<file path="config.mk">
export PLATFORM = sky130hd
export DESIGN_NAME = acp_queue
export DESIGN_NICKNAME = d
export VERILOG_FILES = /design/src/hw/rtl/acp_pkg.sv /design/src/hw/rtl/acp_queue.sv
export SDC_FILE = /design/constraint.sdc
export NUM_CORES = 1
export LEC_CHECK = 0
export BUFFER_PORTS_ARGS = -buffer_cell sky130_fd_sc_hd__buf_4
export CAP_MARGIN = 15
export CORE_UTILIZATION = 45
export CTS_CLUSTER_SIZE = 30
export DETAILED_ROUTE_END_ITERATION = 12
export HOLD_SLACK_MARGIN = 0.08
export PLACE_DENSITY = 0.8
export SETUP_SLACK_MARGIN = 0.3
export SKIP_LAST_GASP = 1
export SYNTH_ARGS = -nofsm -noshare
export SYNTH_HDL_FRONTEND = slang
export SYNTH_SLANG_ARGS = --single-unit
</file>
<file path="constraint.sdc">
create_clock -name clk_i -period 8.12 [get_ports clk_i]
set_input_delay 1.624 -clock clk_i [delete_from_list [all_inputs] [get_ports clk_i]]
set_output_delay 1.624 -clock clk_i [all_outputs]
set_load 0.02 [all_outputs]
</file>
<file path="src/hw/rtl/acp_pkg.sv">
// ----------------------------------------------------------------------------
// acp_pkg: shared types, codes and AES helper functions
// Holds the types and codes used by the front, queue and back of the CBC
// engine, and the S-box tables, round functions and key schedule steps of the back.
// ----------------------------------------------------------------------------
package acp_pkg;

  localparam int BlockBytes = 16;
  localparam int BlockBits  = 8 * BlockBytes;
  localparam int QueueDepth = 2;
  localparam int CfgIdxW    = 3;
  localparam int CfgDataW   = 64;

  localparam logic [CfgIdxW-1:0] CFG_DIRECTION = 3'd0;
  localparam logic [CfgIdxW-1:0] CFG_KEY_HIGH  = 3'd1;
  localparam logic [CfgIdxW-1:0] CFG_KEY_LOW   = 3'd2;
  localparam logic [CfgIdxW-1:0] CFG_IV_HIGH   = 3'd3;
  localparam logic [CfgIdxW-1:0] CFG_IV_LOW    = 3'd4;

  localparam logic [1:0] STATUS_OK      = 2'd0;
  localparam logic [1:0] STATUS_PARTIAL = 2'd1;
  localparam logic [1:0] STATUS_BAD_PAD = 2'd2;

  localparam logic DIR_ENCRYPT = 1'b0;
  localparam logic DIR_DECRYPT = 1'b1;

  typedef enum logic [1:0] {
    KIND_ENC,
    KIND_DEC,
    KIND_DEC_PART
  } kind_e;

  typedef struct packed {
    logic [BlockBits-1:0] data;
    kind_e                kind;
    logic                 last;
  } job_t;

  localparam logic [7:0] SBOX [256] = '{
    8'h63,8'h7c,8'h77,8'h7b,8'hf2,8'h6b,8'h6f,8'hc5,8'h30,8'h01,8'h67,8'h2b,8'hfe,8'hd7,8'hab,8'h76,
    8'hca,8'h82,8'hc9,8'h7d,8'hfa,8'h59,8'h47,8'hf0,8'had,8'hd4,8'ha2,8'haf,8'h9c,8'ha4,8'h72,8'hc0,
    8'hb7,8'hfd,8'h93,8'h26,8'h36,8'h3f,8'hf7,8'hcc,8'h34,8'ha5,8'he5,8'hf1,8'h71,8'hd8,8'h31,8'h15,
    8'h04,8'hc7,8'h23,8'hc3,8'h18,8'h96,8'h05,8'h9a,8'h07,8'h12,8'h80,8'he2,8'heb,8'h27,8'hb2,8'h75,
    8'h09,8'h83,8'h2c,8'h1a,8'h1b,8'h6e,8'h5a,8'ha0,8'h52,8'h3b,8'hd6,8'hb3,8'h29,8'he3,8'h2f,8'h84,
    8'h53,8'hd1,8'h00,8'hed,8'h20,8'hfc,8'hb1,8'h5b,8'h6a,8'hcb,8'hbe,8'h39,8'h4a,8'h4c,8'h58,8'hcf,
    8'hd0,8'hef,8'haa,8'hfb,8'h43,8'h4d,8'h33,8'h85,8'h45,8'hf9,8'h02,8'h7f,8'h50,8'h3c,8'h9f,8'ha8,
    8'h51,8'ha3,8'h40,8'h8f,8'h92,8'h9d,8'h38,8'hf5,8'hbc,8'hb6,8'hda,8'h21,8'h10,8'hff,8'hf3,8'hd2,
    8'hcd,8'h0c,8'h13,8'hec,8'h5f,8'h97,8'h44,8'h17,8'hc4,8'ha7,8'h7e,8'h3d,8'h64,8'h5d,8'h19,8'h73,
    8'h60,8'h81,8'h4f,8'hdc,8'h22,8'h2a,8'h90,8'h88,8'h46,8'hee,8'hb8,8'h14,8'hde,8'h5e,8'h0b,8'hdb,
    8'he0,8'h32,8'h3a,8'h0a,8'h49,8'h06,8'h24,8'h5c,8'hc2,8'hd3,8'hac,8'h62,8'h91,8'h95,8'he4,8'h79,
    8'he7,8'hc8,8'h37,8'h6d,8'h8d,8'hd5,8'h4e,8'ha9,8'h6c,8'h56,8'hf4,8'hea,8'h65,8'h7a,8'hae,8'h08,
    8'hba,8'h78,8'h25,8'h2e,8'h1c,8'ha6,8'hb4,8'hc6,8'he8,8'hdd,8'h74,8'h1f,8'h4b,8'hbd,8'h8b,8'h8a,
    8'h70,8'h3e,8'hb5,8'h66,8'h48,8'h03,8'hf6,8'h0e,8'h61,8'h35,8'h57,8'hb9,8'h86,8'hc1,8'h1d,8'h9e,
    8'he1,8'hf8,8'h98,8'h11,8'h69,8'hd9,8'h8e,8'h94,8'h9b,8'h1e,8'h87,8'he9,8'hce,8'h55,8'h28,8'hdf,
    8'h8c,8'ha1,8'h89,8'h0d,8'hbf,8'he6,8'h42,8'h68,8'h41,8'h99,8'h2d,8'h0f,8'hb0,8'h54,8'hbb,8'h16
  };

  localparam logic [7:0] INV_SBOX [256] = '{
    8'h52,8'h09,8'h6a,8'hd5,8'h30,8'h36,8'ha5,8'h38,8'hbf,8'h40,8'ha3,8'h9e,8'h81,8'hf3,8'hd7,8'hfb,
    8'h7c,8'he3,8'h39,8'h82,8'h9b,8'h2f,8'hff,8'h87,8'h34,8'h8e,8'h43,8'h44,8'hc4,8'hde,8'he9,8'hcb,
    8'h54,8'h7b,8'h94,8'h32,8'ha6,8'hc2,8'h23,8'h3d,8'hee,8'h4c,8'h95,8'h0b,8'h42,8'hfa,8'hc3,8'h4e,
    8'h08,8'h2e,8'ha1,8'h66,8'h28,8'hd9,8'h24,8'hb2,8'h76,8'h5b,8'ha2,8'h49,8'h6d,8'h8b,8'hd1,8'h25,
    8'h72,8'hf8,8'hf6,8'h64,8'h86,8'h68,8'h98,8'h16,8'hd4,8'ha4,8'h5c,8'hcc,8'h5d,8'h65,8'hb6,8'h92,
    8'h6c,8'h70,8'h48,8'h50,8'hfd,8'hed,8'hb9,8'hda,8'h5e,8'h15,8'h46,8'h57,8'ha7,8'h8d,8'h9d,8'h84,
    8'h90,8'hd8,8'hab,8'h00,8'h8c,8'hbc,8'hd3,8'h0a,8'hf7,8'he4,8'h58,8'h05,8'hb8,8'hb3,8'h45,8'h06,
    8'hd0,8'h2c,8'h1e,8'h8f,8'hca,8'h3f,8'h0f,8'h02,8'hc1,8'haf,8'hbd,8'h03,8'h01,8'h13,8'h8a,8'h6b,
    8'h3a,8'h91,8'h11,8'h41,8'h4f,8'h67,8'hdc,8'hea,8'h97,8'hf2,8'hcf,8'hce,8'hf0,8'hb4,8'he6,8'h73,
    8'h96,8'hac,8'h74,8'h22,8'he7,8'had,8'h35,8'h85,8'he2,8'hf9,8'h37,8'he8,8'h1c,8'h75,8'hdf,8'h6e,
    8'h47,8'hf1,8'h1a,8'h71,8'h1d,8'h29,8'hc5,8'h89,8'h6f,8'hb7,8'h62,8'h0e,8'haa,8'h18,8'hbe,8'h1b,
    8'hfc,8'h56,8'h3e,8'h4b,8'hc6,8'hd2,8'h79,8'h20,8'h9a,8'hdb,8'hc0,8'hfe,8'h78,8'hcd,8'h5a,8'hf4,
    8'h1f,8'hdd,8'ha8,8'h33,8'h88,8'h07,8'hc7,8'h31,8'hb1,8'h12,8'h10,8'h59,8'h27,8'h80,8'hec,8'h5f,
    8'h60,8'h51,8'h7f,8'ha9,8'h19,8'hb5,8'h4a,8'h0d,8'h2d,8'he5,8'h7a,8'h9f,8'h93,8'hc9,8'h9c,8'hef,
    8'ha0,8'he0,8'h3b,8'h4d,8'hae,8'h2a,8'hf5,8'hb0,8'hc8,8'heb,8'hbb,8'h3c,8'h83,8'h53,8'h99,8'h61,
    8'h17,8'h2b,8'h04,8'h7e,8'hba,8'h77,8'hd6,8'h26,8'he1,8'h69,8'h14,8'h63,8'h55,8'h21,8'h0c,8'h7d
  };

  function automatic logic [7:0] xt(input logic [7:0] a);
    xt = {a[6:0], 1'b0} ^ (a[7] ? 8'h1b : 8'h00);
  endfunction

  // Round constant for round key n, n from 1 to 10.
  function automatic logic [7:0] rcon(input logic [3:0] n);
    case (n)
      4'd1:    rcon = 8'h01;
      4'd2:    rcon = 8'h02;
      4'd3:    rcon = 8'h04;
      4'd4:    rcon = 8'h08;
      4'd5:    rcon = 8'h10;
      4'd6:    rcon = 8'h20;
      4'd7:    rcon = 8'h40;
      4'd8:    rcon = 8'h80;
      4'd9:    rcon = 8'h1b;
      4'd10:   rcon = 8'h36;
      default: rcon = 8'h00;
    endcase
  endfunction

  function automatic logic [31:0] sub_rot(input logic [31:0] w, input logic [7:0] rc);
    sub_rot = {SBOX[w[23:16]] ^ rc, SBOX[w[15:8]], SBOX[w[7:0]], SBOX[w[31:24]]};
  endfunction

  function automatic logic [127:0] key_fwd(input logic [127:0] k, input logic [7:0] rc);
    logic [31:0] n0, n1, n2, n3;
    n0 = k[127:96] ^ sub_rot(k[31:0], rc);
    n1 = k[95:64] ^ n0;
    n2 = k[63:32] ^ n1;
    n3 = k[31:0] ^ n2;
    key_fwd = {n0, n1, n2, n3};
  endfunction

  function automatic logic [127:0] key_inv(input logic [127:0] k, input logic [7:0] rc);
    logic [31:0] p0, p1, p2, p3;
    p3 = k[31:0] ^ k[63:32];
    p2 = k[63:32] ^ k[95:64];
    p1 = k[95:64] ^ k[127:96];
    p0 = k[127:96] ^ sub_rot(p3, rc);
    key_inv = {p0, p1, p2, p3};
  endfunction

  // Byte i of a block sits at bits 127-8i down to 120-8i.
  function automatic logic [127:0] sub_shift(input logic [127:0] s);
    logic [127:0] t;
    for (int i = 0; i < 16; i++) begin
      t[127-8*i -: 8] = SBOX[s[127-8*((i % 4) + 4*(((i / 4) + (i % 4)) % 4)) -: 8]];
    end
    sub_shift = t;
  endfunction

  function automatic logic [127:0] inv_shift_sub(input logic [127:0] s);
    logic [127:0] t;
    for (int i = 0; i < 16; i++) begin
      t[127-8*((i % 4) + 4*(((i / 4) + (i % 4)) % 4)) -: 8] = INV_SBOX[s[127-8*i -: 8]];
    end
    inv_shift_sub = t;
  endfunction

  function automatic logic [127:0] mix(input logic [127:0] s);
    logic [127:0] t;
    logic [7:0]   a0, a1, a2, a3;
    for (int c = 0; c < 4; c++) begin
      a0 = s[127-32*c -: 8];
      a1 = s[119-32*c -: 8];
      a2 = s[111-32*c -: 8];
      a3 = s[103-32*c -: 8];
      t[127-32*c -: 8] = xt(a0) ^ xt(a1) ^ a1 ^ a2 ^ a3;
      t[119-32*c -: 8] = a0 ^ xt(a1) ^ xt(a2) ^ a2 ^ a3;
      t[111-32*c -: 8] = a0 ^ a1 ^ xt(a2) ^ xt(a3) ^ a3;
      t[103-32*c -: 8] = xt(a0) ^ a0 ^ a1 ^ a2 ^ xt(a3);
    end
    mix = t;
  endfunction

  function automatic logic [7:0] mul9(input logic [7:0] a);
    mul9 = xt(xt(xt(a))) ^ a;
  endfunction

  function automatic logic [7:0] mul11(input logic [7:0] a);
    mul11 = xt(xt(xt(a))) ^ xt(a) ^ a;
  endfunction

  function automatic logic [7:0] mul13(input logic [7:0] a);
    mul13 = xt(xt(xt(a))) ^ xt(xt(a)) ^ a;
  endfunction

  function automatic logic [7:0] mul14(input logic [7:0] a);
    mul14 = xt(xt(xt(a))) ^ xt(xt(a)) ^ xt(a);
  endfunction

  function automatic logic [127:0] inv_mix(input logic [127:0] s);
    logic [127:0] t;
    logic [7:0]   a0, a1, a2, a3;
    for (int c = 0; c < 4; c++) begin
      a0 = s[127-32*c -: 8];
      a1 = s[119-32*c -: 8];
      a2 = s[111-32*c -: 8];
      a3 = s[103-32*c -: 8];
      t[127-32*c -: 8] = mul14(a0) ^ mul11(a1) ^ mul13(a2) ^ mul9(a3);
      t[119-32*c -: 8] = mul9(a0) ^ mul14(a1) ^ mul11(a2) ^ mul13(a3);
      t[111-32*c -: 8] = mul13(a0) ^ mul9(a1) ^ mul14(a2) ^ mul11(a3);
      t[103-32*c -: 8] = mul11(a0) ^ mul13(a1) ^ mul9(a2) ^ mul14(a3);
    end
    inv_mix = t;
  endfunction

endpackage

</file>
<file path="src/hw/rtl/acp_queue.sv">
// ----------------------------------------------------------------------------
// acp_queue: job queue between front and back
// A small first-in first-out store of jobs so each side can stall alone.
// ----------------------------------------------------------------------------
module acp_queue #(
  parameter int Depth = acp_pkg::QueueDepth
) (
  input  logic          clk_i,
  input  logic          rst_ni,
  input  logic          push_i,
  input  acp_pkg::job_t push_job_i,
  output logic          ready_o,
  output logic          valid_o,
  output acp_pkg::job_t job_o,
  input  logic          pop_i
);

  localparam int PtrW = (Depth > 1) ? $clog2(Depth) : 1;
  localparam int CntW = $clog2(Depth + 1);

  acp_pkg::job_t   mem_q [Depth];
  logic [PtrW-1:0] wptr_q, rptr_q;
  logic [CntW-1:0] count_q;
  logic            do_push, do_pop;

  assign ready_o = count_q != CntW'(Depth);
  assign valid_o = count_q != '0;
  assign job_o   = mem_q[rptr_q];
  assign do_push = push_i && ready_o;
  assign do_pop  = pop_i && valid_o;

  always_ff @(posedge clk_i) begin
    if (do_push) begin
      mem_q[wptr_q] <= push_job_i;
    end
  end

  always_ff @(posedge clk_i or negedge rst_ni) begin
    if (!rst_ni) begin
      wptr_q  <= '0;
      rptr_q  <= '0;
      count_q <= '0;
    end else begin
      if (do_push) begin
        wptr_q <= (wptr_q == PtrW'(Depth - 1)) ? '0 : wptr_q + 1'b1;
      end
      if (do_pop) begin
        rptr_q <= (rptr_q == PtrW'(Depth - 1)) ? '0 : rptr_q + 1'b1;
      end
      if (do_push && !do_pop) begin
        count_q <= count_q + 1'b1;
      end else if (do_pop && !do_push) begin
        count_q <= count_q - 1'b1;
      end
    end
  end

endmodule

</file>
==> impl_metrics.json <==
{
  "ys_ff_latch": 266,
  "fin_ws_ps": 3950,
  "rrSetupSlack_ps": 5310,
  "cp.arrival_ps": 2540,
  "wl_per_cell_um": 18.0,
  "yosysUniqueCellTypes": 16,
  "worstPathMaxFanout": 70,
  "drc": 0,
  "cts.sinks": 266,
  "antenna_cells": 0,
  "period_needed_ps": 4170,
  "drt_iter0_drc": 169,
  "fin_cells": 1009,
  "clk_pin_slew_ps": 60,
  "setup_tns_ps": 0,
  "antenna_found_initial": 0,
  "boundaryPins": 268,
  "wl_um": 18200,
  "yosysTopAreaCell": "edfxtp_1",
  "grt_pass1_vias": 5041,
  "status": "completed",
  "nets": 847,
  "relSlewSlack_pct": 29.4,
  "dieArea_mm2": 0.0228,
  "area_growth_pct": 30.8,
  "syn_area_mm2": 0.00998,
  "cts_root_buf": "clkbuf_16",
  "end_kind": "primary output",
  "synth_nets": 562,
  "crit_type": "flip-flop to primary output",
  "drive_gt1_share_pct": 60.2,
  "skew_ps": 7.32,
  "route.met2.wl_um": 9160,
  "finalMaxSlewViolations": 0,
  "numPortBuffers": 267,
  "rsz0062_at_grt": "false",
  "die_h_um": 151,
  "synth_top_area_share_pct": 78.8,
  "r2r-end": "mem_q[0][88]",
  "hp-start": "count_q[1]",
  "vias_per_cell": 4.83,
  "finalCritPeriodShare_pct": 51.3,
  "core-area_mm2": 0.0218,
  "highest_layer": "met4",
  "worst_pin_slew_ps": 1060,
  "grt_max_degree": 71,
  "clock.fmax_mhz": 240,
  "final_common_cell": "buf_4",
  "core.rowCount": 54,
  "drt_pre_antenna_iters": 4,
  "synth_warnings": 0,
  "overflow": 0,
  "avgSynthCellArea_um2": 23.4,
  "p_leak_nw": 5.08,
  "holdWs_ps": 502,
  "hold_depth": 1,
  "place_ws_ps": 4190,
  "gp_congestion": 0.728,
  "synth_area_leaders": "edfxtp_1 (79%), mux2_4 (12%), mux2_2 (5.8%), buf_6 (1.0%), dfrtp_1 (1.0%)",
  "cts_setup_buffers": 0,
  "yosysSeqAreaShare_pct": 79.8,
  "ff2ff_path_depth": 5,
  "htreeDepth": 1,
  "routed-wl-met3_um": 1660,
  "cp.required_ps": 6500,
  "track_usage_pct": 15.1,
  "setup_viol": 0,
  "dieWidth_um": 151,
  "start_kind": "flip-flop",
  "worstReg2RegStart": "count_q[0]",
  "hold_viol": 0,
  "peakVddDrop_v": 0.000320,
  "initial_core_util_pct": 45.9,
  "min_path_type": "flip-flop to flip-flop",
  "cts_tree": "done",
  "post_cts_resized": 0,
  "vias": 4874,
  "cap_violations": 0,
  "powerDensity_mw_per_mm2": 377,
  "grt_pass1_wl_um": 26300,
  "dp_cells": 963,
  "holdBufCountCts": 0,
  "wl_met1_um": 7060,
  "hpwl_um": 12100,
  "cts_buffers": 26,
  "cts_buffer_depth": 3,
  "synthCells": 426,
  "clock_latency_ps": 510,
  "route.antenna.remaining_nets": 0,
  "final_cell_mix": "buf_4 (272), edfxtp_1 (262), mux2_4 (80)",
  "hold-path-endpoint": "count_q[1]"
}
==> worst max-delay path, stage by stage, from the launching register on <==
cell	delay, ps
dfrtp_4	540
buf_4	770
mux2_2	430
buf_4	160
==> flip-flops by register name, indices dropped and copies added, names as in the netlist <==
| name | flops |
|---|---|
| rptr_q | 1 |
| mem_q | 262 |
| wptr_q | 1 |
| count_q | 2 |
==> power by group <==
part	total [mW]	switching [mW]	internal, mW	leakage, nW
Clock	1.13	0.461	0.672	0.390
Sequential	1.97	0.0869	1.88	2.48
Combinational	1.81	0.958	0.856	2.21
==> cells by family after synthesis <==
family / synth area share, %
xor+xnor: 0.439
fa+ha+maj: 0.125
buf+inv: 1.45
simple gates: 0.339
flops: 79.8
mux: 17.8
==> worst max path at each step <==
stage	startpoint	to	slack [ps]	cells after the start
2_1_floorplan	push_i	mem_q[0][0]	330	2
3_3_place_gp	push_i	mem_q[0][122]	4270	5
3_5_place_dp	push_i	mem_q[0][19]	4190	5
4_1_cts	rptr_q	job_o[112]	3920	3
5_1_grt	rptr_q	job_o[122]	3830	3
6_report	rptr_q	job_o[122]	3950	3
==> cell usage after synthesis <==
| master | n |
|---|---|
| edfxtp_1 | 262 |
| mux2_4 | 80 |
| mux2_2 | 51 |
| buf_6 | 9 |
| buf_2 | 5 |
| dfrtp_1 | 4 |
| xnor2_1 | 3 |
| nand2_1 | 2 |
| nor2_1 | 2 |
| xor2_1 | 2 |
| and3_1 | 1 |
| buf_8 | 1 |
| ha_1 | 1 |
| inv_1 | 1 |
| nand2b_1 | 1 |
| or2_2 | 1 |
==> per-layer routing <==
metal,global-route usage [%],up-vias
met4,4.25,0
met2,26.0,219
li1,-,2255
met5,0,-
met1,18.6,2374
met3,4.40,26
==> through the flow <==
step	power (mW)	utilization (%)	cell area [µm²]
after floorplan	3.24	-	9980
after global placement	3.79	56.3	12200
after detailed placement	3.83	56.3	12200
after CTS	4.98	60.0	13000
after global routing	5.13	60.0	13000
final	4.92	60.0	13000
==> final cells by class <==
class,count,area [µm²]
Clock buffer,39,721
Fill cell,1539,8710
Multi-Input combinational cell,144,1880
Clock inverter,7,82.6
Inverter,1,3.75
Timing Repair Buffer,272,2040
Tap cell,280,350
Sequential cell,266,7970
Power figures use the tool's default switching activity.
