`src/hw/rtl/acp_pkg.sv`:
```
// ----------------------------------------------------------------------------
// acp_pkg: shared types, codes and AES helper functions
// Holds the types and codes used by the front, queue and back of the CBC
// engine, and the S-box tables, round functions and key schedule steps of the back.
// ----------------------------------------------------------------------------
package acp_pkg;

  localparam int BlockBytes = 16;
  localparam int BlockBits  = 8 * BlockBytes;
  localparam int QueueDepth = 2;
  localparam int CfgIdxW    = 3;
  localparam int CfgDataW   = 64;

  localparam logic [CfgIdxW-1:0] CFG_DIRECTION = 3'd0;
  localparam logic [CfgIdxW-1:0] CFG_KEY_HIGH  = 3'd1;
  localparam logic [CfgIdxW-1:0] CFG_KEY_LOW   = 3'd2;
  localparam logic [CfgIdxW-1:0] CFG_IV_HIGH   = 3'd3;
  localparam logic [CfgIdxW-1:0] CFG_IV_LOW    = 3'd4;

  localparam logic [1:0] STATUS_OK      = 2'd0;
  localparam logic [1:0] STATUS_PARTIAL = 2'd1;
  localparam logic [1:0] STATUS_BAD_PAD = 2'd2;

  localparam logic DIR_ENCRYPT = 1'b0;
  localparam logic DIR_DECRYPT = 1'b1;

  typedef enum logic [1:0] {
    KIND_ENC,
    KIND_DEC,
    KIND_DEC_PART
  } kind_e;

  typedef struct packed {
    logic [BlockBits-1:0] data;
    kind_e                kind;
    logic                 last;
  } job_t;

  localparam logic [7:0] SBOX [256] = '{
    8'h63,8'h7c,8'h77,8'h7b,8'hf2,8'h6b,8'h6f,8'hc5,8'h30,8'h01,8'h67,8'h2b,8'hfe,8'hd7,8'hab,8'h76,
    8'hca,8'h82,8'hc9,8'h7d,8'hfa,8'h59,8'h47,8'hf0,8'had,8'hd4,8'ha2,8'haf,8'h9c,8'ha4,8'h72,8'hc0,
    8'hb7,8'hfd,8'h93,8'h26,8'h36,8'h3f,8'hf7,8'hcc,8'h34,8'ha5,8'he5,8'hf1,8'h71,8'hd8,8'h31,8'h15,
    8'h04,8'hc7,8'h23,8'hc3,8'h18,8'h96,8'h05,8'h9a,8'h07,8'h12,8'h80,8'he2,8'heb,8'h27,8'hb2,8'h75,
    8'h09,8'h83,8'h2c,8'h1a,8'h1b,8'h6e,8'h5a,8'ha0,8'h52,8'h3b,8'hd6,8'hb3,8'h29,8'he3,8'h2f,8'h84,
    8'h53,8'hd1,8'h00,8'hed,8'h20,8'hfc,8'hb1,8'h5b,8'h6a,8'hcb,8'hbe,8'h39,8'h4a,8'h4c,8'h58,8'hcf,
    8'hd0,8'hef,8'haa,8'hfb,8'h43,8'h4d,8'h33,8'h85,8'h45,8'hf9,8'h02,8'h7f,8'h50,8'h3c,8'h9f,8'ha8,
    8'h51,8'ha3,8'h40,8'h8f,8'h92,8'h9d,8'h38,8'hf5,8'hbc,8'hb6,8'hda,8'h21,8'h10,8'hff,8'hf3,8'hd2,
    8'hcd,8'h0c,8'h13,8'hec,8'h5f,8'h97,8'h44,8'h17,8'hc4,8'ha7,8'h7e,8'h3d,8'h64,8'h5d,8'h19,8'h73,
    8'h60,8'h81,8'h4f,8'hdc,8'h22,8'h2a,8'h90,8'h88,8'h46,8'hee,8'hb8,8'h14,8'hde,8'h5e,8'h0b,8'hdb,
    8'he0,8'h32,8'h3a,8'h0a,8'h49,8'h06,8'h24,8'h5c,8'hc2,8'hd3,8'hac,8'h62,8'h91,8'h95,8'he4,8'h79,
    8'he7,8'hc8,8'h37,8'h6d,8'h8d,8'hd5,8'h4e,8'ha9,8'h6c,8'h56,8'hf4,8'hea,8'h65,8'h7a,8'hae,8'h08,
    8'hba,8'h78,8'h25,8'h2e,8'h1c,8'ha6,8'hb4,8'hc6,8'he8,8'hdd,8'h74,8'h1f,8'h4b,8'hbd,8'h8b,8'h8a,
    8'h70,8'h3e,8'hb5,8'h66,8'h48,8'h03,8'hf6,8'h0e,8'h61,8'h35,8'h57,8'hb9,8'h86,8'hc1,8'h1d,8'h9e,
    8'he1,8'hf8,8'h98,8'h11,8'h69,8'hd9,8'h8e,8'h94,8'h9b,8'h1e,8'h87,8'he9,8'hce,8'h55,8'h28,8'hdf,
    8'h8c,8'ha1,8'h89,8'h0d,8'hbf,8'he6,8'h42,8'h68,8'h41,8'h99,8'h2d,8'h0f,8'hb0,8'h54,8'hbb,8'h16
  };

  localparam logic [7:0] INV_SBOX [256] = '{
    8'h52,8'h09,8'h6a,8'hd5,8'h30,8'h36,8'ha5,8'h38,8'hbf,8'h40,8'ha3,8'h9e,8'h81,8'hf3,8'hd7,8'hfb,
    8'h7c,8'he3,8'h39,8'h82,8'h9b,8'h2f,8'hff,8'h87,8'h34,8'h8e,8'h43,8'h44,8'hc4,8'hde,8'he9,8'hcb,
    8'h54,8'h7b,8'h94,8'h32,8'ha6,8'hc2,8'h23,8'h3d,8'hee,8'h4c,8'h95,8'h0b,8'h42,8'hfa,8'hc3,8'h4e,
    8'h08,8'h2e,8'ha1,8'h66,8'h28,8'hd9,8'h24,8'hb2,8'h76,8'h5b,8'ha2,8'h49,8'h6d,8'h8b,8'hd1,8'h25,
    8'h72,8'hf8,8'hf6,8'h64,8'h86,8'h68,8'h98,8'h16,8'hd4,8'ha4,8'h5c,8'hcc,8'h5d,8'h65,8'hb6,8'h92,
    8'h6c,8'h70,8'h48,8'h50,8'hfd,8'hed,8'hb9,8'hda,8'h5e,8'h15,8'h46,8'h57,8'ha7,8'h8d,8'h9d,8'h84,
    8'h90,8'hd8,8'hab,8'h00,8'h8c,8'hbc,8'hd3,8'h0a,8'hf7,8'he4,8'h58,8'h05,8'hb8,8'hb3,8'h45,8'h06,
    8'hd0,8'h2c,8'h1e,8'h8f,8'hca,8'h3f,8'h0f,8'h02,8'hc1,8'haf,8'hbd,8'h03,8'h01,8'h13,8'h8a,8'h6b,
    8'h3a,8'h91,8'h11,8'h41,8'h4f,8'h67,8'hdc,8'hea,8'h97,8'hf2,8'hcf,8'hce,8'hf0,8'hb4,8'he6,8'h73,
    8'h96,8'hac,8'h74,8'h22,8'he7,8'had,8'h35,8'h85,8'he2,8'hf9,8'h37,8'he8,8'h1c,8'h75,8'hdf,8'h6e,
    8'h47,8'hf1,8'h1a,8'h71,8'h1d,8'h29,8'hc5,8'h89,8'h6f,8'hb7,8'h62,8'h0e,8'haa,8'h18,8'hbe,8'h1b,
    8'hfc,8'h56,8'h3e,8'h4b,8'hc6,8'hd2,8'h79,8'h20,8'h9a,8'hdb,8'hc0,8'hfe,8'h78,8'hcd,8'h5a,8'hf4,
    8'h1f,8'hdd,8'ha8,8'h33,8'h88,8'h07,8'hc7,8'h31,8'hb1,8'h12,8'h10,8'h59,8'h27,8'h80,8'hec,8'h5f,
    8'h60,8'h51,8'h7f,8'ha9,8'h19,8'hb5,8'h4a,8'h0d,8'h2d,8'he5,8'h7a,8'h9f,8'h93,8'hc9,8'h9c,8'hef,
    8'ha0,8'he0,8'h3b,8'h4d,8'hae,8'h2a,8'hf5,8'hb0,8'hc8,8'heb,8'hbb,8'h3c,8'h83,8'h53,8'h99,8'h61,
    8'h17,8'h2b,8'h04,8'h7e,8'hba,8'h77,8'hd6,8'h26,8'he1,8'h69,8'h14,8'h63,8'h55,8'h21,8'h0c,8'h7d
  };

  function automatic logic [7:0] xt(input logic [7:0] a);
    xt = {a[6:0], 1'b0} ^ (a[7] ? 8'h1b : 8'h00);
  endfunction

  // Round constant for round key n, n from 1 to 10.
  function automatic logic [7:0] rcon(input logic [3:0] n);
    case (n)
      4'd1:    rcon = 8'h01;
      4'd2:    rcon = 8'h02;
      4'd3:    rcon = 8'h04;
      4'd4:    rcon = 8'h08;
      4'd5:    rcon = 8'h10;
      4'd6:    rcon = 8'h20;
      4'd7:    rcon = 8'h40;
      4'd8:    rcon = 8'h80;
      4'd9:    rcon = 8'h1b;
      4'd10:   rcon = 8'h36;
      default: rcon = 8'h00;
    endcase
  endfunction

  function automatic logic [31:0] sub_rot(input logic [31:0] w, input logic [7:0] rc);
    sub_rot = {SBOX[w[23:16]] ^ rc, SBOX[w[15:8]], SBOX[w[7:0]], SBOX[w[31:24]]};
  endfunction

  function automatic logic [127:0] key_fwd(input logic [127:0] k, input logic [7:0] rc);
    logic [31:0] n0, n1, n2, n3;
    n0 = k[127:96] ^ sub_rot(k[31:0], rc);
    n1 = k[95:64] ^ n0;
    n2 = k[63:32] ^ n1;
    n3 = k[31:0] ^ n2;
    key_fwd = {n0, n1, n2, n3};
  endfunction

  function automatic logic [127:0] key_inv(input logic [127:0] k, input logic [7:0] rc);
    logic [31:0] p0, p1, p2, p3;
    p3 = k[31:0] ^ k[63:32];
    p2 = k[63:32] ^ k[95:64];
    p1 = k[95:64] ^ k[127:96];
    p0 = k[127:96] ^ sub_rot(p3, rc);
    key_inv = {p0, p1, p2, p3};
  endfunction

  // Byte i of a block sits at bits 127-8i down to 120-8i.
  function automatic logic [127:0] sub_shift(input logic [127:0] s);
    logic [127:0] t;
    for (int i = 0; i < 16; i++) begin
      t[127-8*i -: 8] = SBOX[s[127-8*((i % 4) + 4*(((i / 4) + (i % 4)) % 4)) -: 8]];
    end
    sub_shift = t;
  endfunction

  function automatic logic [127:0] inv_shift_sub(input logic [127:0] s);
    logic [127:0] t;
    for (int i = 0; i < 16; i++) begin
      t[127-8*((i % 4) + 4*(((i / 4) + (i % 4)) % 4)) -: 8] = INV_SBOX[s[127-8*i -: 8]];
    end
    inv_shift_sub = t;
  endfunction

  function automatic logic [127:0] mix(input logic [127:0] s);
    logic [127:0] t;
    logic [7:0]   a0, a1, a2, a3;
    for (int c = 0; c < 4; c++) begin
      a0 = s[127-32*c -: 8];
      a1 = s[119-32*c -: 8];
      a2 = s[111-32*c -: 8];
      a3 = s[103-32*c -: 8];
      t[127-32*c -: 8] = xt(a0) ^ xt(a1) ^ a1 ^ a2 ^ a3;
      t[119-32*c -: 8] = a0 ^ xt(a1) ^ xt(a2) ^ a2 ^ a3;
      t[111-32*c -: 8] = a0 ^ a1 ^ xt(a2) ^ xt(a3) ^ a3;
      t[103-32*c -: 8] = xt(a0) ^ a0 ^ a1 ^ a2 ^ xt(a3);
    end
    mix = t;
  endfunction

  function automatic logic [7:0] mul9(input logic [7:0] a);
    mul9 = xt(xt(xt(a))) ^ a;
  endfunction

  function automatic logic [7:0] mul11(input logic [7:0] a);
    mul11 = xt(xt(xt(a))) ^ xt(a) ^ a;
  endfunction

  function automatic logic [7:0] mul13(input logic [7:0] a);
    mul13 = xt(xt(xt(a))) ^ xt(xt(a)) ^ a;
  endfunction

  function automatic logic [7:0] mul14(input logic [7:0] a);
    mul14 = xt(xt(xt(a))) ^ xt(xt(a)) ^ xt(a);
  endfunction

  function automatic logic [127:0] inv_mix(input logic [127:0] s);
    logic [127:0] t;
    logic [7:0]   a0, a1, a2, a3;
    for (int c = 0; c < 4; c++) begin
      a0 = s[127-32*c -: 8];
      a1 = s[119-32*c -: 8];
      a2 = s[111-32*c -: 8];
      a3 = s[103-32*c -: 8];
      t[127-32*c -: 8] = mul14(a0) ^ mul11(a1) ^ mul13(a2) ^ mul9(a3);
      t[119-32*c -: 8] = mul9(a0) ^ mul14(a1) ^ mul11(a2) ^ mul13(a3);
      t[111-32*c -: 8] = mul13(a0) ^ mul9(a1) ^ mul14(a2) ^ mul11(a3);
      t[103-32*c -: 8] = mul11(a0) ^ mul13(a1) ^ mul9(a2) ^ mul14(a3);
    end
    inv_mix = t;
  endfunction

endpackage

```
`src/hw/rtl/acp_front.sv`:
```
// ----------------------------------------------------------------------------
// acp_front: input acceptance and classification
// Turns each input item into one or two jobs for the cipher back end,
// applying the encrypt padding and marking partial decrypt blocks.
// ----------------------------------------------------------------------------
module acp_front (
  input  logic                              clk_i,
  input  logic                              rst_ni,
  input  logic                              dir_i,
  input  logic                              in_valid_i,
  output logic                              in_ready_o,
  input  logic [63:0]                       data_high_i,
  input  logic [63:0]                       data_low_i,
  input  logic [4:0]                        byte_count_i,
  input  logic                              is_last_i,
  output logic                              push_o,
  output acp_pkg::job_t                     job_o,
  input  logic                              q_ready_i
);

  logic                          split_q;
  logic [4:0]                    cnt;
  logic [7:0]                    pad;
  logic [acp_pkg::BlockBits-1:0] din;
  logic [acp_pkg::BlockBits-1:0] padded;
  logic                          accept;

  assign din    = {data_high_i, data_low_i};
  assign cnt    = (byte_count_i > 5'(acp_pkg::BlockBytes)) ? 5'(acp_pkg::BlockBytes)
                                                           : byte_count_i;
  assign pad    = 8'(acp_pkg::BlockBytes) - {3'b000, cnt};
  assign accept = in_valid_i && in_ready_o;

  always_comb begin
    for (int i = 0; i < acp_pkg::BlockBytes; i++) begin
      padded[127-8*i -: 8] = (5'(i) < cnt) ? din[127-8*i -: 8] : pad;
    end
  end

  assign in_ready_o = !split_q && q_ready_i;
  assign push_o     = split_q ? q_ready_i : (in_valid_i && q_ready_i);

  always_comb begin
    job_o.data = din;
    job_o.last = is_last_i;
    job_o.kind = acp_pkg::KIND_ENC;
    if (split_q) begin
      // Whole pad block that follows a full last block.
      job_o.data = {acp_pkg::BlockBytes{8'(acp_pkg::BlockBytes)}};
      job_o.last = 1'b1;
    end else if (dir_i == acp_pkg::DIR_ENCRYPT) begin
      if (is_last_i && cnt != 5'(acp_pkg::BlockBytes)) begin
        job_o.data = padded;
      end else if (is_last_i) begin
        job_o.last = 1'b0;
      end
    end else if (cnt != 5'(acp_pkg::BlockBytes)) begin
      job_o.kind = acp_pkg::KIND_DEC_PART;
    end else begin
      job_o.kind = acp_pkg::KIND_DEC;
    end
  end

  always_ff @(posedge clk_i or negedge rst_ni) begin
    if (!rst_ni) begin
      split_q <= 1'b0;
    end else if (split_q) begin
      split_q <= !q_ready_i;
    end else if (accept && dir_i == acp_pkg::DIR_ENCRYPT && is_last_i &&
                 cnt == 5'(acp_pkg::BlockBytes)) begin
      split_q <= 1'b1;
    end
  end

endmodule

```
`config.mk`:
```
export PLATFORM = sky130hd
export DESIGN_NAME = acp_front
export DESIGN_NICKNAME = d
export VERILOG_FILES = /design/src/hw/rtl/acp_pkg.sv /design/src/hw/rtl/acp_front.sv
export SDC_FILE = /design/constraint.sdc
export NUM_CORES = 1
export LEC_CHECK = 0
export ABC_AREA = 1
export BUFFER_PORTS_ARGS = -buffer_cell sky130_fd_sc_hd__buf_2
export CORE_AREA = 2 2 107 109
export CTS_CLUSTER_SIZE = 30
export DETAILED_ROUTE_END_ITERATION = 7
export DIE_AREA = 0 0 109 111
export HOLD_SLACK_MARGIN = 0.12
export PLACE_DENSITY = 0.51
export SLEW_MARGIN = 5
export SYNTH_ARGS = -nofsm -noshare
export SYNTH_HDL_FRONTEND = slang
export SYNTH_SLANG_ARGS = --single-unit
```
`constraint.sdc`:
```
create_clock -name clk_i -period 2.5 [get_ports clk_i]
set_clock_uncertainty 0.05 [all_clocks]
set_input_delay 0 -clock clk_i [delete_from_list [all_inputs] [get_ports clk_i]]
set_output_delay 0 -clock clk_i [all_outputs]
set_load 0.005 [all_outputs]
```
==> impl_metrics.json, run 1 <==
{
  "diodes": 0,
  "die_x_um": 109,
  "drc": 0,
  "gp_congestion": 0.835,
  "postSynthCellCount": 478,
  "critPathRequiredTime_ns": 2.45,
  "ys_types": 38,
  "wl_per_cell_um": 14.2,
  "cp-end-kind": "output port",
  "drt_iter0_markers": 224,
  "hold_viol": 0,
  "r2r_start": "split_q",
  "largest_reg_flops": 1,
  "via_count": 3841,
  "grt_pass1_vias": 3632,
  "rr_worst_depth": 4,
  "avgViaCountPerCell": 4.34,
  "ir_worst_vdd_mv": 0.115,
  "r2r_slack_ns": 1.22,
  "insertion_delay_ns": 0,
  "num-fill-cells": 1317,
  "min_period_ns": 2.31,
  "cp-startpoint": "byte_count_i[4]",
  "reg_top3": "split_q: 1 flops",
  "max_freq_mhz": 433,
  "worst_setup_path_start_kind": "input port",
  "placed_cell_area_um2": 3770,
  "layout-drive-gt1-share_pct": 43.9,
  "drt-pass1-iter-count": 4,
  "cp_common_cell": "nand2_2",
  "p_leak_nw": 2.58,
  "ios": 272,
  "syn-cell-area_um2": 2260,
  "clk_pin_slew_worst_paths_ns": 0,
  "crit_arrival_ns": 2.26,
  "grt_max_degree": 41,
  "worst_pin_slew_ns": 0.449,
  "grt_usage_pct": 19.4,
  "report.final.setup_viol": 0,
  "hp-start": "q_ready_i",
  "r2r_end": "split_q",
  "synthToLayoutAreaGrowth_pct": 70.3,
  "crit_fanout": 10,
  "fp.dieArea_um2": 12100,
  "relSlewSlack_pct": 70.1,
  "hp-class": "in2reg",
  "finalWorstSetupSlack_ns": 0.191,
  "start_util_pct": 20.4,
  "postRouteAntennaNets": 0,
  "final_common_cell": "buf_2",
  "slew_viol_final": 0,
  "synth-seq-cells": 1,
  "io_buffer_count": 271,
  "path_cells": "clkbuf_4 -> inv_4 -> nand2_2 -> ha_4 -> inv_1 -> nor3_1 -> ha_2 -> nor2_1 -> nand2_2 -> nor2_4 -> buf_6 -> nand2_4 -> nand2_2 -> nand2_1 -> o21ai_1 -> inv_1 -> buf_2",
  "worstSetupPathType": "in2out",
  "design_area_um2": 3860,
  "powerDensity_nw_per_um2": 182,
  "hold_ws_ns": 0.150,
  "rows": 39,
  "final_util_pct": 34.8,
  "antenna_found_initial": 0,
  "hold_path_end": "split_q",
  "min_path_cells": 2,
  "cpMaxStageDelayCell": "ha_4",
  "routed_wl_um": 12500,
  "die_y_um": 111,
  "mostFrequentLayoutCells": "270 x buf_2, 123 x nor2_1, 111 x nand2_1",
  "top_register": "split_q",
  "rsz0062_at_grt": "false",
  "maxCapViolCount": 0,
  "syn_area_per_cell_um2": 4.74,
  "yosys_warnings": 0,
  "grt_pass1_wl_um": 18600,
  "core-area_um2": 11100,
  "seq_area_frac_synth_pct": 1.10,
  "slowest_delay_ns": 0.22,
  "dp_slack_ns": -0.0915,
  "synth_nets": 619,
  "period_share_pct": 92.4,
  "grt_remaining_overflow": 0,
  "dp_hpwl_um": 10300,
  "nets": 885,
  "outcome": "finished, final reports clean"
}
==> report_power, final <==
part | leakage, nW | internal [mW] | switching (mW) | total, mW
Combinational | 2.56 | 0.311 | 0.376 | 0.687
Sequential | 0.0139 | 0.0168 | 0.000183 | 0.0169
Clock | 0 | 0 | 0 | 0
Total | 2.58 | 0.328 | 0.376 | 0.704
==> through the flow <==
step	cells	setup TNS [ns]	total power, mW
after floorplan	478	0	0.337
after global placement	881	0	0.692
after detailed placement	881	-0.644	0.696
after CTS	882	0	0.702
after global routing	885	0	0.790
final	885	0	0.704
==> worst max-delay path by stage <==
stage	endpoint
after floorplan	job_o[115]
after global placement	job_o[93]
after detailed placement	job_o[93]
after CTS	job_o[115]
after global routing	job_o[127]
final	job_o[91]
==> cell usage after synthesis <==
cell             n  share of area, %
a211oi_1         1              0.33
a21oi_1         26               5.7
a21oi_2          1              0.39
a2bb2oi_1        1              0.39
buf_1            3              0.50
buf_2            3              0.66
buf_4            5               1.7
buf_6            2              0.99
clkbuf_1         8               1.3
dfrtp_1          1               1.1
dlygate4sd1_1    1              0.39
ha_1             2               1.1
inv_1           66                11
inv_2            2              0.33
inv_4            2              0.55
nand2_1        116                19
nand2_2          7               1.9
nand2_4          8               4.0
nand3_1         31               6.9
nand3_2          2              0.88
nand3b_1         6               2.0
nand4_1          1              0.28
nand4_4          1              0.94
nor2_1         124                21
nor2_2           3              0.83
nor2_4           2              0.99
nor3_1           2              0.44
nor3b_1          9               3.0
o211ai_1         1              0.33
o21a_1           2              0.66
o21ai_0         30               6.6
o21ai_1          2              0.44
o21ai_2          1              0.39
o21ai_4          1              0.72
o21bai_1         2              0.66
o32ai_1          1              0.39
or2_2            1              0.28
xor2_4           1               1.2
==> what timing repair did <==
item,in CTS,in global routing
gates cloned,0,1
setup endpoints to repair,13,26
buffers inserted,0,2
pin swaps,0,1
resized for setup,3,11
hold buffers,1,0
hold endpoints to repair,1,0
==> area by class of cell <==
type	count	area, µm²	share of cell area, %
Multi-Input combinational cell	386	1900	49.3
Timing Repair Buffer	285	1480	38.4
Inverter	70	268	6.94
Sequential cell	1	25.0	0.649
Tap cell	143	179	4.64
==> critical path: cells and delay by family <==
kind | cells | cell delay (ns)
AOI/OAI and AO/OA | 1 | 0.10
adders and majority gates | 2 | 0.41
buffers and inverters | 6 | 0.68
and+or+nand+nor | 8 | 1.06
==> cells by family (layout without fill, tap and decap cells) <==
logic type / count (synthesis) / after routing / synth area share (%)
compound gates: 69 / 69 / 17.1
xor+xnor: 1 / 1 / 1.22
fa+ha+maj: 2 / 2 / 1.10
buf+inv: 92 / 355 / 17.3
flops: 1 / 1 / 1.10
simple gates: 313 / 314 / 62.2
==> metal layers <==
layer / track usage [%] / wire length [µm] / share of wire (%) / vias to the layer above
met2: 36.4 / 6140 / 49 / 147
met4: 0.940 / 91 / 0.73 / 0
li1: - / - / - / 2011
met3: 1.59 / 772 / 6.2 / 6
met5: 0 / 0 / 0 / -
met1: 24.7 / 5520 / 44 / 1677
(Power assumes the default switching activity.)
==> run 2, diff against run 1 <==
==> constraint.sdc (replaced) <==
create_clock -name clk_i -period 2.5 [get_ports clk_i]
set_clock_uncertainty 0.05 [all_clocks]
set_input_delay 0.375 -clock clk_i [delete_from_list [all_inputs] [get_ports clk_i]]
set_output_delay 0.375 -clock clk_i [all_outputs]
set_load 0.005 [all_outputs]
==> run 2 against run 1 <==
  * The flow now finishes with violations (setup timing)
  * Flip-flop and latch count did not move
  * Via count is 10% higher
  * Power is 21% higher
  * Worst hold slack gained 0.39 ns
  * Routed wire length rose by 10%
  * Sequential share of layout area fell by 0.13 points
  * Largest power group unchanged
  * Highest routed layer unchanged
==> impl_metrics.json, run 2 (same netlist as run 1, synthesis figures left out) <==
{
  "crit_arrival_ns": 2.14,
  "dp_slack_ns": -0.270,
  "clk_pin_slew_worst_paths_ns": 0,
  "drt_iter0_markers": 234,
  "hold_ws_ns": 0.539,
  "multi_input_area_um2": 2270,
  "ir_worst_vdd_mv": 0.0778,
  "cp-startpoint": "byte_count_i[4]",
  "largest_reg_flops": 1,
  "p_total_mw": 0.851,
  "routed_wl_um": 13800,
  "crit_fanout": 4,
  "io_buffer_count": 271,
  "slowest_delay_ns": 0.20,
  "relSlewSlack_pct": 62.5,
  "via_count": 4230,
  "hp-start": "q_ready_i",
  "period_share_pct": 102,
  "dp_hpwl_um": 10800,
  "antenna_found_initial": 1,
  "avgViaCountPerCell": 4.47,
  "ios": 272,
  "slew_viol_final": 0,
  "grt_pass1_vias": 4043,
  "worst_pin_slew_ns": 0.562,
  "rsz0062_at_grt": "true",
  "hp-class": "in2reg",
  "synthToLayoutAreaGrowth_pct": 111,
  "rows": 39,
  "cp_common_cell": "nand2_4",
  "grt_max_degree": 41,
  "path_cells": "buf_8 -> inv_8 -> nand2_4 -> ha_4 -> inv_4 -> nor3_4 -> ha_4 -> nor2_4 -> nand2_4 -> buf_6 -> nor2_4 -> nand2_4 -> buf_6 -> o211ai_1 -> buf_2",
  "final_cells": 947,
  "placed_cell_area_um2": 4090,
  "start_util_pct": 20.4,
  "cp-end-kind": "output port",
  "final_common_cell": "buf_2",
  "max_freq_mhz": 390,
  "violations": "setup timing",
  "r2r_start": "split_q",
  "powerDensity_nw_per_um2": 178,
  "insertion_delay_ns": 0,
  "gp_congestion": 0.857,
  "critPathRequiredTime_ns": 2.08,
  "report.final.setup_viol": 8,
  "grt_pass1_wl_um": 20300,
  "dpl.cell_count": 922,
  "layout-drive-gt1-share_pct": 57.4,
  "p_leak_nw": 3.00,
  "core-area_um2": 11100,
  "worstSetupPathType": "in2out",
  "die_y_um": 111,
  "finalWorstSetupSlack_ns": -0.0620,
  "design_area_um2": 4780,
  "grt_remaining_overflow": 0,
  "outcome": "finished with violations",
  "top_register": "split_q",
  "min_period_ns": 2.56,
  "cpMaxStageDelayCell": "o211ai_1",
  "drt-pass1-iter-count": 4,
  "drc": 0,
  "postRouteAntennaNets": 0,
  "grt_usage_pct": 20.8,
  "num-fill-cells": 1261,
  "fp.dieArea_um2": 12100,
  "hold_viol": 0,
  "reg_top3": "split_q: 1 flops",
  "die_x_um": 109,
  "critical-path-top-delay-family": "buffers and inverters",
  "worst_setup_path_start_kind": "input port",
  "mostFrequentLayoutCells": "270 x buf_2, 101 x nor2_1, 90 x nand2_1",
  "critPathBufInv": 6,
  "ff_latch_area_um2": 25.0,
  "tns_ns": -0.137,
  "maxCapViolCount": 0,
  "wl_per_cell_um": 14.6,
  "final_util_pct": 43.1,
  "nets": 946
}
## run 2: cell types whose count changed in the layout (fill, tap and decap cells not counted), moves of 16 or more
cell	delta
buf_4	+41
nor2_1	-22
nand2_1	-21
buf_6	+18
o21ai_0	-18
nor2_2	+16
## run 2: what timing repair did
action	CTS	global route
buffers inserted	9	12
cloned	1	1
endpoints found under the setup margin	127	125
pin swaps	15	30
resized for setup	45	112
hold endpoints to repair	1	0
hold buffers	1	0
## run 2: per-layer routing
| metal | track usage, % | part of all wire (%) |
|---|---|---|
| met5 | 0 | 0 |
| met4 | 1.37 | 0.37 |
| met1 | 26.0 | 42 |
| met2 | 38.9 | 51 |
| met3 | 2.76 | 7.0 |
## run 2: final timing paths
path	end	depth (start not counted)	slack [ns]
hold reg to reg	split_q	3	1.03
setup / recovery	job_o[39]	15	-0.06
min in group asynchronous	split_q	2	0.64
hold / removal	split_q	2	0.54
max in group asynchronous	split_q	2	1.67
setup reg to reg	split_q	3	1.07
## run 2: layout make-up
| class | count | share of cell area, % |
|---|---|---|
| Multi-Input combinational cell | 387 | 47.5 |
| Antenna cell | 1 | 0.0524 |
| Inverter | 70 | 6.07 |
| Timing Repair Buffer | 345 | 42.1 |
| Tap cell | 143 | 3.74 |
| Sequential cell | 1 | 0.524 |
## run 2: power by group
group | switching, mW | internal (mW) | total (mW)
clock network | 0 | 0.0000000536 | 0.0000000536
registers | 0.000194 | 0.0168 | 0.0170
logic | 0.440 | 0.394 | 0.834
total | 0.440 | 0.411 | 0.851
## run 2: worst register-to-register path: cells and delay by family (launching register included)
kind / cells / cell delay [ns]
buffers and inverters: 2 / 0.75
DFF: 1 / 0.37
AOI/OAI and AO/OA: 1 / 0.12
==> run 3, diff against run 2 <==
Settings changed: BUFFER_PORTS_ARGS -buffer_cell sky130_fd_sc_hd__buf_2 to -buffer_cell sky130_fd_sc_hd__clkbuf_2.
==> run 3 against run 2 <==
  * The run still ends with setup timing left
  * First-iteration DRC count shrank 12%
  * Routed wire length decreased by 4.4%
  * Flip-flop and latch count unchanged
  * Sequential share of layout area about the same
  * Largest power group unchanged
  * Worst hold slack got worse by 0.017 ns
  * Critical path depth unchanged
  * Die area did not move
  * Global-route usage down 0.13 points
  * Critical path type unchanged
  * Utilization increased by 0.20 points
  * Design area up 0.47%
==> impl_metrics.json, run 3 (same netlist as run 1, synthesis figures left out) <==
{
  "outcome": "finished with violations",
  "violations": "setup timing",
  "clk_pin_slew_worst_paths_ns": 0,
  "path_cells": "clkbuf_16 -> inv_8 -> nand2_4 -> ha_4 -> inv_2 -> nor3_2 -> ha_2 -> nor2_2 -> nand2_2 -> buf_6 -> nor2_4 -> nand2_4 -> buf_6 -> o211ai_1 -> buf_2",
  "gp_congestion": 0.850,
  "crit_arrival_ns": 2.14,
  "die_y_um": 111,
  "max_freq_mhz": 390,
  "wl_per_cell_um": 14.0,
  "finalWorstSetupSlack_ns": -0.0654,
  "relSlewSlack_pct": 63.5,
  "drt_iter0_markers": 205,
  "grt_remaining_overflow": 0,
  "dp_hpwl_um": 10800,
  "core-area_um2": 11100,
  "ir_worst_vdd_mv": 0.0724,
  "p_leak_nw": 3.05,
  "slowest_delay_ns": 0.19,
  "top_register": "split_q",
  "hp-class": "in2reg",
  "final_common_cell": "clkbuf_2",
  "die_x_um": 109,
  "r2r_start": "split_q",
  "via_count": 4169,
  "ios": 272,
  "rows": 39,
  "nets": 943,
  "hold_viol": 0,
  "mostFrequentLayoutCells": "241 x clkbuf_2, 114 x nor2_1, 83 x nand2_1",
  "largest_reg_flops": 1,
  "postRouteAntennaNets": 0,
  "endpoint": "job_o[39]",
  "grt_max_degree": 41,
  "r2r_end": "split_q",
  "crit_fanout": 4,
  "insertion_delay_ns": 0,
  "powerDensity_nw_per_um2": 176,
  "layout-drive-gt1-share_pct": 57.4,
  "worst-path-stages": 15,
  "r2r_slack_ns": 1.20,
  "routed_wl_um": 13200,
  "maxCapViolCount": 0,
  "worst_pin_slew_ns": 0.547,
  "fp.dieArea_um2": 12100,
  "synthToLayoutAreaGrowth_pct": 112,
  "drc": 0,
  "p_total_mw": 0.844,
  "cpMaxStageDelayCell": "ha_2",
  "drt-pass1-iter-count": 4,
  "avgViaCountPerCell": 4.42,
  "io_buffer_count": 271,
  "antenna_found_initial": 1,
  "cp-end-kind": "output port",
  "start_util_pct": 20.4,
  "grt_usage_pct": 20.7,
  "critPathBufInv": 6,
  "dpl.cell_count": 923,
  "cp-startpoint": "byte_count_i[4]",
  "critPathRequiredTime_ns": 2.08,
  "rr_worst_depth": 4,
  "report.final.setup_viol": 34,
  "worstSetupPathType": "in2out",
  "slew_viol_final": 0,
  "num-fill-cells": 1242,
  "worst_setup_path_start_kind": "input port",
  "grt_pass1_wl_um": 20100,
  "period_share_pct": 103,
  "grt_pass1_vias": 3958,
  "critical-path-top-delay-family": "buffers and inverters",
  "reg_top3": "split_q: 1 flops",
  "final_cells": 944,
  "min_period_ns": 2.57,
  "rsz0062_at_grt": "true"
}
run 3: changes by cell type in the layout (fill, tap and decap cells not counted), sizes merged:
| cell | previous run | this run |
|---|---|---|
| buf | 344 | 100 |
| clkbuf | 0 | 242 |
| clkinv | 1 | 0 |
| inv | 69 | 70 |
| nand4 | 3 | 2 |
run 3: what timing repair did:
item / 4_1_cts / 5_1_grt
hold endpoints to repair: 1 / 0
gates cloned: 1 / 0
hold buffers: 1 / 0
resized for setup: 98 / 84
pin swaps: 26 / 25
setup endpoints to repair: 127 / 126
setup buffers: 15 / 4
run 3: worst min path at each step:
stage	end	cells after the start	slack, ns	startpoint
after floorplan	split_q	0	0.03	rst_ni
after global placement	split_q	1	0.10	rst_ni
after detailed placement	split_q	1	0.11	rst_ni
after CTS	split_q	2	0.53	q_ready_i
after global routing	split_q	2	0.56	q_ready_i
final	split_q	2	0.52	q_ready_i
run 3: metal layers:
| layer | part of all wire (%) | GRT usage [%] | vias to the layer above |
|---|---|---|---|
| met5 | 0 | 0 | - |
| met4 | 0.93 | 2.56 | 0 |
| met3 | 6.1 | 1.65 | 8 |
| met2 | 50 | 38.1 | 160 |
| met1 | 43 | 26.5 | 1869 |
| li1 | - | - | 2132 |
run 3: power by group:
part | switching, mW | leakage, nW | total (mW) | internal, mW
clock | 0 | 0.00000634 | 0.0000000535 | 0.0000000535
combinational | 0.433 | 3.04 | 0.827 | 0.394
sequential | 0.000193 | 0.0139 | 0.0169 | 0.0168
total | 0.433 | 3.05 | 0.844 | 0.410
run 3: worst register-to-register path: stages (launching register included):
cell	delay (ns)
dfrtp_1	0.37
buf_4	0.29
nor2_1	0.20
nand2_1	0.09
o32ai_1	0.21
run 3: through the flow:
step | hold WS (ns) | utilization, % | setup TNS [ns] | setup WS, ns | cell area (µm²)
2_1_floorplan | 0.0294 | - | 0 | 0.0169 | 2280
3_3_place_gp | 0.101 | 37.1 | -9.95 | -0.234 | 4110
3_5_place_dp | 0.107 | 37.1 | -17.77 | -0.312 | 4110
4_1_cts | 0.526 | 41.3 | -1.88 | -0.130 | 4580
5_1_grt | 0.556 | 43.3 | -11.57 | -0.188 | 4800
6_report | 0.522 | 43.4 | -0.826 | -0.0654 | 4800
run 3: cell type report:
cell class / instances / area, µm² / share of cell area (%)
multi-input cells: 386 / 2270 / 47.3
well taps: 143 / 179 / 3.73
diodes: 1 / 2.50 / 0.0521
inverters: 70 / 278 / 5.78
flip-flops and latches: 1 / 25.0 / 0.521
repair buffers: 343 / 2050 / 42.6
